===== config.mk =====
export PLATFORM = sky130hd
export DESIGN_NAME = polygon_area_statistics
export DESIGN_NICKNAME = d
export VERILOG_FILES = /design/src/rtl/pas_pkg.sv /design/src/rtl/polygon_area_statistics.sv
export SDC_FILE = /design/constraint.sdc
export NUM_CORES = 2
export LEC_CHECK = 0
export BUFFER_PORTS_ARGS = -buffer_cell sky130_fd_sc_hd__buf_2
export CAP_MARGIN = 30
export CORE_MARGIN = 8
export CORE_UTILIZATION = 49
export CTS_CLUSTER_DIAMETER = 40
export DETAILED_ROUTE_END_ITERATION = 6
export PLACE_DENSITY = 0.72
export SYNTH_ARGS = -nofsm -noshare
export SYNTH_HDL_FRONTEND = slang
export SYNTH_SLANG_ARGS = --single-unit

===== constraint.sdc =====
create_clock -name clk_i -period 12.1 [get_ports clk_i]
set_input_delay 2.42 -clock clk_i [delete_from_list [all_inputs] [get_ports clk_i]]
set_output_delay 2.42 -clock clk_i [all_outputs]
set_load 0.03 [all_outputs]

===== src/rtl/pas_pkg.sv =====
// Package for the polygon area statistics block: fixed field widths,
// saturation limits, request and register codes and the filter mode type.
// Depends on nothing; used by rtl/polygon_area_statistics.sv.
package pas_pkg;

  // Result and statistics widths fixed by the interface.
  localparam int unsigned AREA_W   = 38;
  localparam int unsigned SUM_W    = 63;
  localparam int unsigned CNT_W    = 32;
  localparam int unsigned FILTER_W = 2;
  localparam int unsigned EXACT_W  = 7;
  localparam int unsigned CFG_W    = 7;
  localparam int unsigned CFG_IDX_W = 1;

  localparam logic [AREA_W-1:0] AREA_MAX = '1;
  localparam logic [SUM_W-1:0]  SUM_MAX  = '1;
  localparam logic [CNT_W-1:0]  CNT_MAX  = '1;

  // Smallest vertex count that makes a polygon.
  localparam int unsigned MIN_VERTICES = 3;

  // Request codes carried in the req_type field.
  localparam logic REQ_VERTEX = 1'b0;
  localparam logic REQ_CLEAR  = 1'b1;

  // Configuration register indexes.
  localparam logic [CFG_IDX_W-1:0] CFG_FILTER_MODE = 1'b0;
  localparam logic [CFG_IDX_W-1:0] CFG_EXACT_COUNT = 1'b1;

  localparam logic [EXACT_W-1:0] EXACT_RESET = 7'd3;

  typedef enum logic [FILTER_W-1:0] {
    FILT_ALL   = 2'd0,
    FILT_ODD   = 2'd1,
    FILT_EVEN  = 2'd2,
    FILT_EXACT = 2'd3
  } filter_mode_e;

endpackage


===== src/rtl/polygon_area_statistics.sv =====
// Top level of the polygon area statistics block: a five-register pipeline
// that accumulates shoelace cross products and keeps running statistics.
// Depends on rtl/pas_pkg.sv.
//
//  channel | direction | handshake              | payload
//  --------+-----------+------------------------+------------------------------------------
//  in      | to block  | in_valid_i / in_ready_o | req_type, coord_x, coord_y, last_vertex
//  out     | from block| out_valid_o / out_ready_i | twice_area, vertices, flags, statistics
//  cfg     | to block  | cfg_we_i (no wait)      | cfg_idx_i, cfg_data_i
//
// One beat is accepted per clock cycle unless out_ready_i holds the pipeline back.
// A result beat passes the input, product, cross sum, area and result
// registers in that order after the beat of its closing vertex is accepted.
// Plain vertices and clear requests produce no result beat. Reset clears the
// control state and the statistics at once; there is no clearing pass. While
// a result waits on out_ready_i, clear requests still drain and later beats
// queue in the free pipeline registers before in_ready_o falls.
module polygon_area_statistics #(
  parameter int unsigned MAX_VERTICES = 64,
  parameter int unsigned COORD_BITS   = 16,
  localparam int unsigned VTX_W       = $clog2(MAX_VERTICES + 1)
) (
  input  logic                           clk_i,
  input  logic                           rst_ni,

  input  logic                           in_valid_i,
  output logic                           in_ready_o,
  input  logic                           req_type_i,
  input  logic signed [COORD_BITS-1:0]   coord_x_i,
  input  logic signed [COORD_BITS-1:0]   coord_y_i,
  input  logic                           last_vertex_i,

  output logic                           out_valid_o,
  input  logic                           out_ready_i,
  output logic [pas_pkg::AREA_W-1:0]     twice_area_o,
  output logic [VTX_W-1:0]               vertices_o,
  output logic                           polygon_valid_o,
  output logic                           filter_hit_o,
  output logic [pas_pkg::SUM_W-1:0]      filtered_sum_o,
  output logic [pas_pkg::CNT_W-1:0]      hit_count_o,
  output logic [pas_pkg::CNT_W-1:0]      polygon_total_o,
  output logic [pas_pkg::AREA_W-1:0]     largest_area_o,
  output logic [pas_pkg::AREA_W-1:0]     smallest_area_o,
  output logic [VTX_W-1:0]               most_vertices_o,
  output logic [VTX_W-1:0]               fewest_vertices_o,

  input  logic                           cfg_we_i,
  input  logic [pas_pkg::CFG_IDX_W-1:0]  cfg_idx_i,
  input  logic [pas_pkg::CFG_W-1:0]      cfg_data_i
);

  import pas_pkg::*;

  // Each cross product needs twice the coordinate width. The running sum holds
  // up to MAX_VERTICES differences of two products, plus a sign bit.
  localparam int unsigned PROD_W  = 2 * COORD_BITS;
  localparam int unsigned CROSS_W = PROD_W + $clog2(MAX_VERTICES + 1) + 1;
  localparam int unsigned MAG_W   = (CROSS_W > AREA_W) ? CROSS_W : AREA_W;
  localparam int unsigned CMP_W   = (VTX_W > EXACT_W) ? VTX_W : EXACT_W;

  localparam logic [VTX_W-1:0] VTX_MAX = VTX_W'(MAX_VERTICES);
  localparam logic [VTX_W-1:0] VTX_MIN = VTX_W'(MIN_VERTICES);

  // ---------------------------------------------------------------------------
  // Configuration registers
  // ---------------------------------------------------------------------------
  filter_mode_e        filter_mode_q;
  logic [EXACT_W-1:0]  exact_count_q;

  always_ff @(posedge clk_i or negedge rst_ni) begin
    if (!rst_ni) begin
      filter_mode_q <= FILT_ALL;
      exact_count_q <= EXACT_RESET;
    end else if (cfg_we_i) begin
      case (cfg_idx_i)
        CFG_FILTER_MODE: filter_mode_q <= filter_mode_e'(cfg_data_i[FILTER_W-1:0]);
        CFG_EXACT_COUNT: exact_count_q <= cfg_data_i[EXACT_W-1:0];
        default: ;
      endcase
    end
  end

  // ---------------------------------------------------------------------------
  // Pipeline flow control. Stage one holds the accepted beat, stage two the
  // products, stage three the closed cross sum, stage four the area. A plain
  // vertex retires in stage two once its products are accumulated; a clear
  // retires in stage four without using the result register.
  // ---------------------------------------------------------------------------
  logic v1_q, v2_q, v3_q, v4_q, out_valid_q;
  logic go1, go2, go3, go4;

  logic                         s1_clr_q, s1_last_q;
  logic signed [COORD_BITS-1:0] s1_x_q, s1_y_q;

  logic                         s2_clr_q, s2_last_q, s2_add_q, s2_valid_q;
  logic [VTX_W-1:0]             s2_n_q;
  logic signed [PROD_W-1:0]     s2_pa_q, s2_pb_q, s2_pc_q, s2_pd_q;

  logic                         s3_clr_q, s3_valid_q;
  logic [VTX_W-1:0]             s3_n_q;
  logic signed [CROSS_W-1:0]    s3_sum_q;

  logic                         s4_clr_q, s4_valid_q;
  logic [VTX_W-1:0]             s4_n_q;
  logic [AREA_W-1:0]            s4_area_q;

  assign go4 = v4_q && (s4_clr_q || !out_valid_q || out_ready_i);
  assign go3 = v3_q && (!v4_q || go4);
  assign go2 = v2_q && ((!s2_clr_q && !s2_last_q) || !v3_q || go3);
  assign go1 = v1_q && (!v2_q || go2);

  assign in_ready_o = !v1_q || go1;

  always_ff @(posedge clk_i or negedge rst_ni) begin
    if (!rst_ni) begin
      v1_q <= 1'b0;
      v2_q <= 1'b0;
      v3_q <= 1'b0;
      v4_q <= 1'b0;
    end else begin
      if (in_ready_o) begin
        v1_q <= in_valid_i;
      end
      if (!v2_q || go2) begin
        v2_q <= go1;
      end
      if (!v3_q || go3) begin
        v3_q <= go2 && (s2_clr_q || s2_last_q);
      end
      if (!v4_q || go4) begin
        v4_q <= go3;
      end
    end
  end

  // ---------------------------------------------------------------------------
  // Stage one: input register.
  // ---------------------------------------------------------------------------
  always_ff @(posedge clk_i) begin
    if (in_valid_i && in_ready_o) begin
      s1_clr_q  <= (req_type_i == REQ_CLEAR);
      s1_last_q <= last_vertex_i;
      s1_x_q    <= coord_x_i;
      s1_y_q    <= coord_y_i;
    end
  end

  // ---------------------------------------------------------------------------
  // Polygon bookkeeping and the four products. The first vertex is captured,
  // the previous vertex follows every vertex within the limit, and vertices
  // past the limit only mark the polygon as overflowed. The closing term uses
  // the first and previous vertex as they stand after this vertex.
  // ---------------------------------------------------------------------------
  logic signed [COORD_BITS-1:0] first_x_q, first_y_q, prev_x_q, prev_y_q;
  logic signed [COORD_BITS-1:0] first_x_d, first_y_d, prev_x_d, prev_y_d;
  logic [VTX_W-1:0]             tally_q, tally_d;
  logic                         ovf_q, ovf_d;
  logic                         in_range, add_term, poly_valid;

  always_comb begin
    in_range  = (tally_q < VTX_MAX);
    add_term  = in_range && (tally_q != '0);
    first_x_d = first_x_q;
    first_y_d = first_y_q;
    prev_x_d  = prev_x_q;
    prev_y_d  = prev_y_q;
    tally_d   = tally_q;
    if (in_range) begin
      if (tally_q == '0) begin
        first_x_d = s1_x_q;
        first_y_d = s1_y_q;
      end
      prev_x_d = s1_x_q;
      prev_y_d = s1_y_q;
      tally_d  = tally_q + VTX_W'(1);
    end
    ovf_d      = ovf_q || !in_range;
    poly_valid = !ovf_d && (tally_d >= VTX_MIN);
  end

  always_ff @(posedge clk_i or negedge rst_ni) begin
    if (!rst_ni) begin
      first_x_q <= '0;
      first_y_q <= '0;
      prev_x_q  <= '0;
      prev_y_q  <= '0;
      tally_q   <= '0;
      ovf_q     <= 1'b0;
    end else if (go1 && !s1_clr_q) begin
      first_x_q <= first_x_d;
      first_y_q <= first_y_d;
      prev_x_q  <= prev_x_d;
      prev_y_q  <= prev_y_d;
      // A closed polygon starts the next one afresh.
      tally_q   <= s1_last_q ? '0 : tally_d;
      ovf_q     <= s1_last_q ? 1'b0 : ovf_d;
    end
  end

  always_ff @(posedge clk_i) begin
    if (go1) begin
      s2_clr_q   <= s1_clr_q;
      s2_last_q  <= s1_last_q;
      s2_add_q   <= add_term;
      s2_n_q     <= tally_d;
      s2_valid_q <= poly_valid;
      s2_pa_q    <= PROD_W'(prev_x_q) * PROD_W'(s1_y_q);
      s2_pb_q    <= PROD_W'(prev_y_q) * PROD_W'(s1_x_q);
      s2_pc_q    <= PROD_W'(prev_x_d) * PROD_W'(first_y_d);
      s2_pd_q    <= PROD_W'(prev_y_d) * PROD_W'(first_x_d);
    end
  end

  // ---------------------------------------------------------------------------
  // Stage two: accumulate the cross sum; a closing vertex hands the total on, a clear passes on.
  // ---------------------------------------------------------------------------
  logic signed [CROSS_W-1:0] cross_q, cross_total;
  logic signed [CROSS_W-1:0] step_term, close_term;

  always_comb begin
    step_term   = s2_add_q ? (CROSS_W'(s2_pa_q) - CROSS_W'(s2_pb_q)) : '0;
    close_term  = s2_last_q ? (CROSS_W'(s2_pc_q) - CROSS_W'(s2_pd_q)) : '0;
    cross_total = cross_q + step_term + close_term;
  end

  always_ff @(posedge clk_i or negedge rst_ni) begin
    if (!rst_ni) begin
      cross_q <= '0;
    end else if (go2 && !s2_clr_q) begin
      cross_q <= s2_last_q ? '0 : cross_total;
    end
  end

  // Only beats that move on to stage three load it, so a plain vertex retiring
  // here never disturbs a beat held there.
  always_ff @(posedge clk_i) begin
    if (go2 && (s2_clr_q || s2_last_q)) begin
      s3_clr_q   <= s2_clr_q;
      s3_valid_q <= s2_valid_q;
      s3_n_q     <= s2_n_q;
      s3_sum_q   <= cross_total;
    end
  end

  // ---------------------------------------------------------------------------
  // Stage three: magnitude and saturation. An invalid polygon reports zero.
  // ---------------------------------------------------------------------------
  logic [CROSS_W-1:0] cross_mag;
  logic [MAG_W-1:0]   mag_ext;
  logic [AREA_W-1:0]  area_d;

  always_comb begin
    cross_mag = s3_sum_q[CROSS_W-1] ? (CROSS_W'(0) - CROSS_W'(s3_sum_q))
                                    : CROSS_W'(s3_sum_q);
    mag_ext   = MAG_W'(cross_mag);
    if (!s3_valid_q) begin
      area_d = '0;
    end else if (mag_ext > MAG_W'(AREA_MAX)) begin
      area_d = AREA_MAX;
    end else begin
      area_d = mag_ext[AREA_W-1:0];
    end
  end

  always_ff @(posedge clk_i) begin
    if (go3) begin
      s4_clr_q   <= s3_clr_q;
      s4_valid_q <= s3_valid_q;
      s4_n_q     <= s3_n_q;
      s4_area_q  <= area_d;
    end
  end

  // ---------------------------------------------------------------------------
  // Stage four: statistics. A clear returns them to their reset values; a
  // valid polygon updates them; an invalid one leaves them as they are.
  // ---------------------------------------------------------------------------
  logic [SUM_W-1:0]  sum_q, sum_d;
  logic [CNT_W-1:0]  hits_q, hits_d, polys_q, polys_d;
  logic [AREA_W-1:0] max_area_q, max_area_d, min_area_q, min_area_d;
  logic [VTX_W-1:0]  most_q, most_d, fewest_q, fewest_d;
  logic [SUM_W:0]    sum_wide;
  logic              hit;

  always_comb begin
    case (filter_mode_q)
      FILT_ALL:   hit = 1'b1;
      FILT_ODD:   hit = s4_n_q[0];
      FILT_EVEN:  hit = !s4_n_q[0];
      FILT_EXACT: hit = (CMP_W'(s4_n_q) == CMP_W'(exact_count_q));
      default:    hit = 1'b0;
    endcase
    hit = hit && s4_valid_q;

    sum_wide   = (SUM_W + 1)'(sum_q) + (SUM_W + 1)'(s4_area_q);
    sum_d      = sum_q;
    hits_d     = hits_q;
    polys_d    = polys_q;
    max_area_d = max_area_q;
    min_area_d = min_area_q;
    most_d     = most_q;
    fewest_d   = fewest_q;

    if (s4_clr_q) begin
      sum_d      = '0;
      hits_d     = '0;
      polys_d    = '0;
      max_area_d = '0;
      min_area_d = AREA_MAX;
      most_d     = '0;
      fewest_d   = VTX_MAX;
    end else if (s4_valid_q) begin
      if (polys_q != CNT_MAX) begin
        polys_d = polys_q + CNT_W'(1);
      end
      if (s4_area_q > max_area_q) begin
        max_area_d = s4_area_q;
      end
      if (s4_area_q < min_area_q) begin
        min_area_d = s4_area_q;
      end
      if (s4_n_q > most_q) begin
        most_d = s4_n_q;
      end
      if (s4_n_q < fewest_q) begin
        fewest_d = s4_n_q;
      end
      if (hit) begin
        sum_d = sum_wide[SUM_W] ? SUM_MAX : sum_wide[SUM_W-1:0];
        if (hits_q != CNT_MAX) begin
          hits_d = hits_q + CNT_W'(1);
        end
      end
    end
  end

  always_ff @(posedge clk_i or negedge rst_ni) begin
    if (!rst_ni) begin
      sum_q      <= '0;
      hits_q     <= '0;
      polys_q    <= '0;
      max_area_q <= '0;
      min_area_q <= AREA_MAX;
      most_q     <= '0;
      fewest_q   <= VTX_MAX;
    end else if (go4) begin
      sum_q      <= sum_d;
      hits_q     <= hits_d;
      polys_q    <= polys_d;
      max_area_q <= max_area_d;
      min_area_q <= min_area_d;
      most_q     <= most_d;
      fewest_q   <= fewest_d;
    end
  end

  // ---------------------------------------------------------------------------
  // Result register. It keeps its own copy of the statistics so that a clear
  // passing behind a waiting result does not change that result.
  // ---------------------------------------------------------------------------
  logic load_out;

  assign load_out = go4 && !s4_clr_q;

  always_ff @(posedge clk_i or negedge rst_ni) begin
    if (!rst_ni) begin
      out_valid_q <= 1'b0;
    end else if (load_out) begin
      out_valid_q <= 1'b1;
    end else if (out_ready_i) begin
      out_valid_q <= 1'b0;
    end
  end

  always_ff @(posedge clk_i) begin
    if (load_out) begin
      twice_area_o      <= s4_area_q;
      vertices_o        <= s4_n_q;
      polygon_valid_o   <= s4_valid_q;
      filter_hit_o      <= hit;
      filtered_sum_o    <= sum_d;
      hit_count_o       <= hits_d;
      polygon_total_o   <= polys_d;
      largest_area_o    <= max_area_d;
      smallest_area_o   <= min_area_d;
      most_vertices_o   <= most_d;
      fewest_vertices_o <= fewest_d;
    end
  end

  assign out_valid_o = out_valid_q;

  // ---------------------------------------------------------------------------
  // Assertions
  // ---------------------------------------------------------------------------
  a_hit_needs_valid : assert property (@(posedge clk_i) disable iff (!rst_ni)
    out_valid_o && filter_hit_o |-> polygon_valid_o)
    else $error("filter hit reported for an invalid polygon");

  a_invalid_zero_area : assert property (@(posedge clk_i) disable iff (!rst_ni)
    out_valid_o && !polygon_valid_o |-> twice_area_o == '0)
    else $error("invalid polygon reported a non-zero area");

  a_hits_within_total : assert property (@(posedge clk_i) disable iff (!rst_ni)
    out_valid_o |-> hit_count_o <= polygon_total_o)
    else $error("hit count exceeds polygon total");

  a_extremes_ordered : assert property (@(posedge clk_i) disable iff (!rst_ni)
    out_valid_o && polygon_total_o != '0 |->
      smallest_area_o <= largest_area_o && fewest_vertices_o <= most_vertices_o)
    else $error("minimum statistics exceed maximum statistics");

endmodule

==> run metrics <==
maximum clock path buffer count 3; Worst Path Max Fanout 26; Vias/cell 5.61; largest net degree at the start of global routing approximately 130; CORE AREA 0.172 mm2; syn avg cell area between 9 and 10 um2; sequential share of the synthesized area between 20% and 30%; WP data required approximately 13 ns; placed cell count around 11000; IO Pins around 310; pins over their slew limit 0; share of layout cells above drive strength 1 10.2%; CP peak stage delay about 0.74 ns; CTS Root Cell clkbuf_16; Clock Skew between 0.05 and 0.06 ns; Final TNS setup 0 ns; RSZ-0062 raised after global routing false; Die Y 432 um; die width 432 um; Sink Count slightly below 900; Final setup viols 0; CP arrival 9.14 ns; syn_nets around 10000; synthesized flop and latch total 876; die area between 0.15 and 0.2 mm2; min-delay worst type register to register; DR pass1 iterations 7; YS warnings 0; slowest stage cell, crit path a221oi_1; hold_buf cts 0; Crit Path Category register to register; post-CTS setup buffers 0; Initial Utilization between 40% and 50%; Max-Slew Margin vs Limit 28.5%; H-tree levels 4; fin crit share between 70% and 80%; maxcap violations 0; Routed WL per cell about 21 um; Post-DP HPWL 178000 um; Fmax about 120 MHz; CTS tree yes; Final Hold Fails 0; Final ANT Viol Nets 0; async set-or-reset flop fraction in the synthesized netlist between 30% and 40%; area grow syn2layout 11.3%; Clk Latency, worst-skew pair 0.81 ns; min Tclk post-route approximately 8.6 ns; total number of vias 62700; nets@finish about 10000; status finished, final reports clean; global-route wire length before repair about 370000 um; vias in the first global route around 66000; CP Capture Type register; post-CTS resize count 0; GPL Wtd Cong 0.945; EDFF count, synth ~530; Netlist Area Pre-Place 0.0849 mm2; synth unique cells 83; final instance area approximately 0.095 mm2; Cells after Synth around 8500; Total Routed Length between 200000 and 250000 um; Placed Area 0.0892 mm2; DRC 0; final non-filler cell total 11200; GRT Util Overall 24.7%; crit path launch type register; Iteration-0 DRC Markers roughly 4800; Hold WS 0.417 ns; prevailing post-synth register cell edfxtp_1; Clock transition at path regs roughly 0.060 ns; Top cell by count, worst path fa_1; antenna violations before repair 1; GRT overflow 0; PortBufs ~310; Least-Margin Pin Slew ~1.0 ns; FP Rows 152; TritonCTS buffer count approximately 150
==> cell type report <==
type | instances | area [um2]
diodes | 1 | 2.50
clock inverters | 115 | 1390
repair buffers | 453 | 2830
clock buffers | 155 | 3720
fillers | 14800 | 77400
well taps | 2310 | 2890
multi-input cells | 5914 | 54000
inverters | 1356 | 5100
flip-flops and latches | 876 | 24600
==> through the flow <==
stage / utilization [%] / setup WS, ns
global placement: 51.8 / 3.74
floorplan: - / 3.18
global route: 55.0 / 3.14
finish: 55.0 / 3.48
CTS: 54.9 / 3.57
detailed placement: 51.9 / 3.64
==> logic make-up (layout without fill, tap and decap cells) <==
kind of cell             Yosys count  after routing  synth area share [%]
flip-flops                       876            876                  29.0
other                              0              1                     0
XOR/XNOR                         361            361                  3.72
adder cells (fa/ha/maj)         1652           1652                  34.0
AND/OR/NAND/NOR                 2359           2359                  12.7
buffers and inverters           1704           2079                  7.57
multiplexers                     216            216                  2.65
AO/OA/AOI/OAI                   1326           1326                  10.4
==> synth_stat cells, types with 41 or more instances <==
| library cell | n | share of area [%] |
|---|---|---|
| nand4_1 | 43 | 0.32 |
| edfxtp_1 | 533 | 19 |
| fa_1 | 1092 | 26 |
| xnor2_1 | 217 | 2.2 |
| a21oi_1 | 277 | 1.6 |
| o21ai_0 | 306 | 1.8 |
| and3_1 | 56 | 0.41 |
| o21a_1 | 50 | 0.44 |
| a21o_1 | 158 | 1.4 |
| dfrtp_1 | 302 | 8.9 |
| a211oi_1 | 57 | 0.50 |
| dfstp_2 | 41 | 1.3 |
| a22o_1 | 83 | 0.86 |
| nand2_1 | 881 | 3.9 |
| nand3_1 | 85 | 0.50 |
| xor2_1 | 144 | 1.5 |
| inv_1 | 1354 | 6.0 |
| mux2i_1 | 148 | 1.7 |
| nor3_1 | 117 | 0.69 |
| ha_1 | 560 | 8.3 |
| mux2_2 | 68 | 0.90 |
| and2_1 | 248 | 1.8 |
| nor2_1 | 674 | 3.0 |
| o211ai_1 | 62 | 0.55 |
| clkbuf_1 | 322 | 1.4 |
| o31ai_1 | 48 | 0.42 |
| nand2b_1 | 87 | 0.64 |
==> per-layer routing <==
layer,vias to the layer above,wire length [um],global-route usage [%]
met3,591,17500,4.49
met1,31300,91800,31.3
li1,28300,-,-
met5,-,13,0
met4,2,13500,12.9
met2,2547,108000,40.5
==> placed cells by master, fill, tap and decap left out, drive strengths merged, types with 21 or more instances in the layout <==
cell and count:
a211oi 58, a21boi 46, a21o 158, a21oi 277, a22o 83, a31oi 28, and2 250, and3 56
buf 453, clkbuf 155, clkinv 44, dfrtp 302, dfstp 41, edfxtp 533, fa 1092, ha 560
inv 1400, mux2 68, mux2i 148, nand2 881, nand2b 87, nand3 85, nand4 43, nor2 674
nor2b 36, nor3 117, nor4 21, o211ai 62, o21a 50, o21ai 312, o21bai 30, o22a 39
o31ai 48, or2 31, or3 22, xnor2 217, xor2 144
==> registers in the layout (all words and copies together) (netlist names), 38 cells and up <==
signal / count
cross_q: 40
filtered_sum_o: 63
largest_area_o: 38
max_area_q: 38
min_area_q: 38
s3_sum_q: 40
s4_area_q: 38
smallest_area_o: 38
sum_q: 63
twice_area_o: 38
==> worst max-delay path: cells and delay by family, from the launching register on <==
kind	cells	cell delay (ns)
DFF	1	0.44
AOI/OAI and AO/OA	8	2.21
xor gates and xnor gates	1	0.14
buffers and inverters	6	0.59
muxes	1	0.68
adders and majority gates	8	3.50
and+or+nand+nor	4	0.73
==> path summary, 6_finish.rpt <==
check,start,end,slack [ns],cells after the start
worst min register to register,s3_n_q[1]$_DFFE_PP_,s4_n_q[1]$_DFFE_PP_,0.42,0
worst max register to register,tally_q[0]$_DFFE_PN0P_,s2_pd_q[25]$_DFFE_PP_,3.48,28
worst min-delay path,s3_n_q[1]$_DFFE_PP_,s4_n_q[1]$_DFFE_PP_,0.42,0
min in group asynchronous,rst_ni,hits_q[6]$_DFFE_PN0P_,1.61,1
max in group asynchronous,rst_ni,prev_y_q[0]$_DFFE_PN0P_,8.60,4
worst max-delay path,tally_q[0]$_DFFE_PN0P_,s2_pd_q[25]$_DFFE_PP_,3.48,28
Power is left out: the tool's default activity adds up to more than one toggle a clock period on the data nets, which glitch-free logic cannot reach.
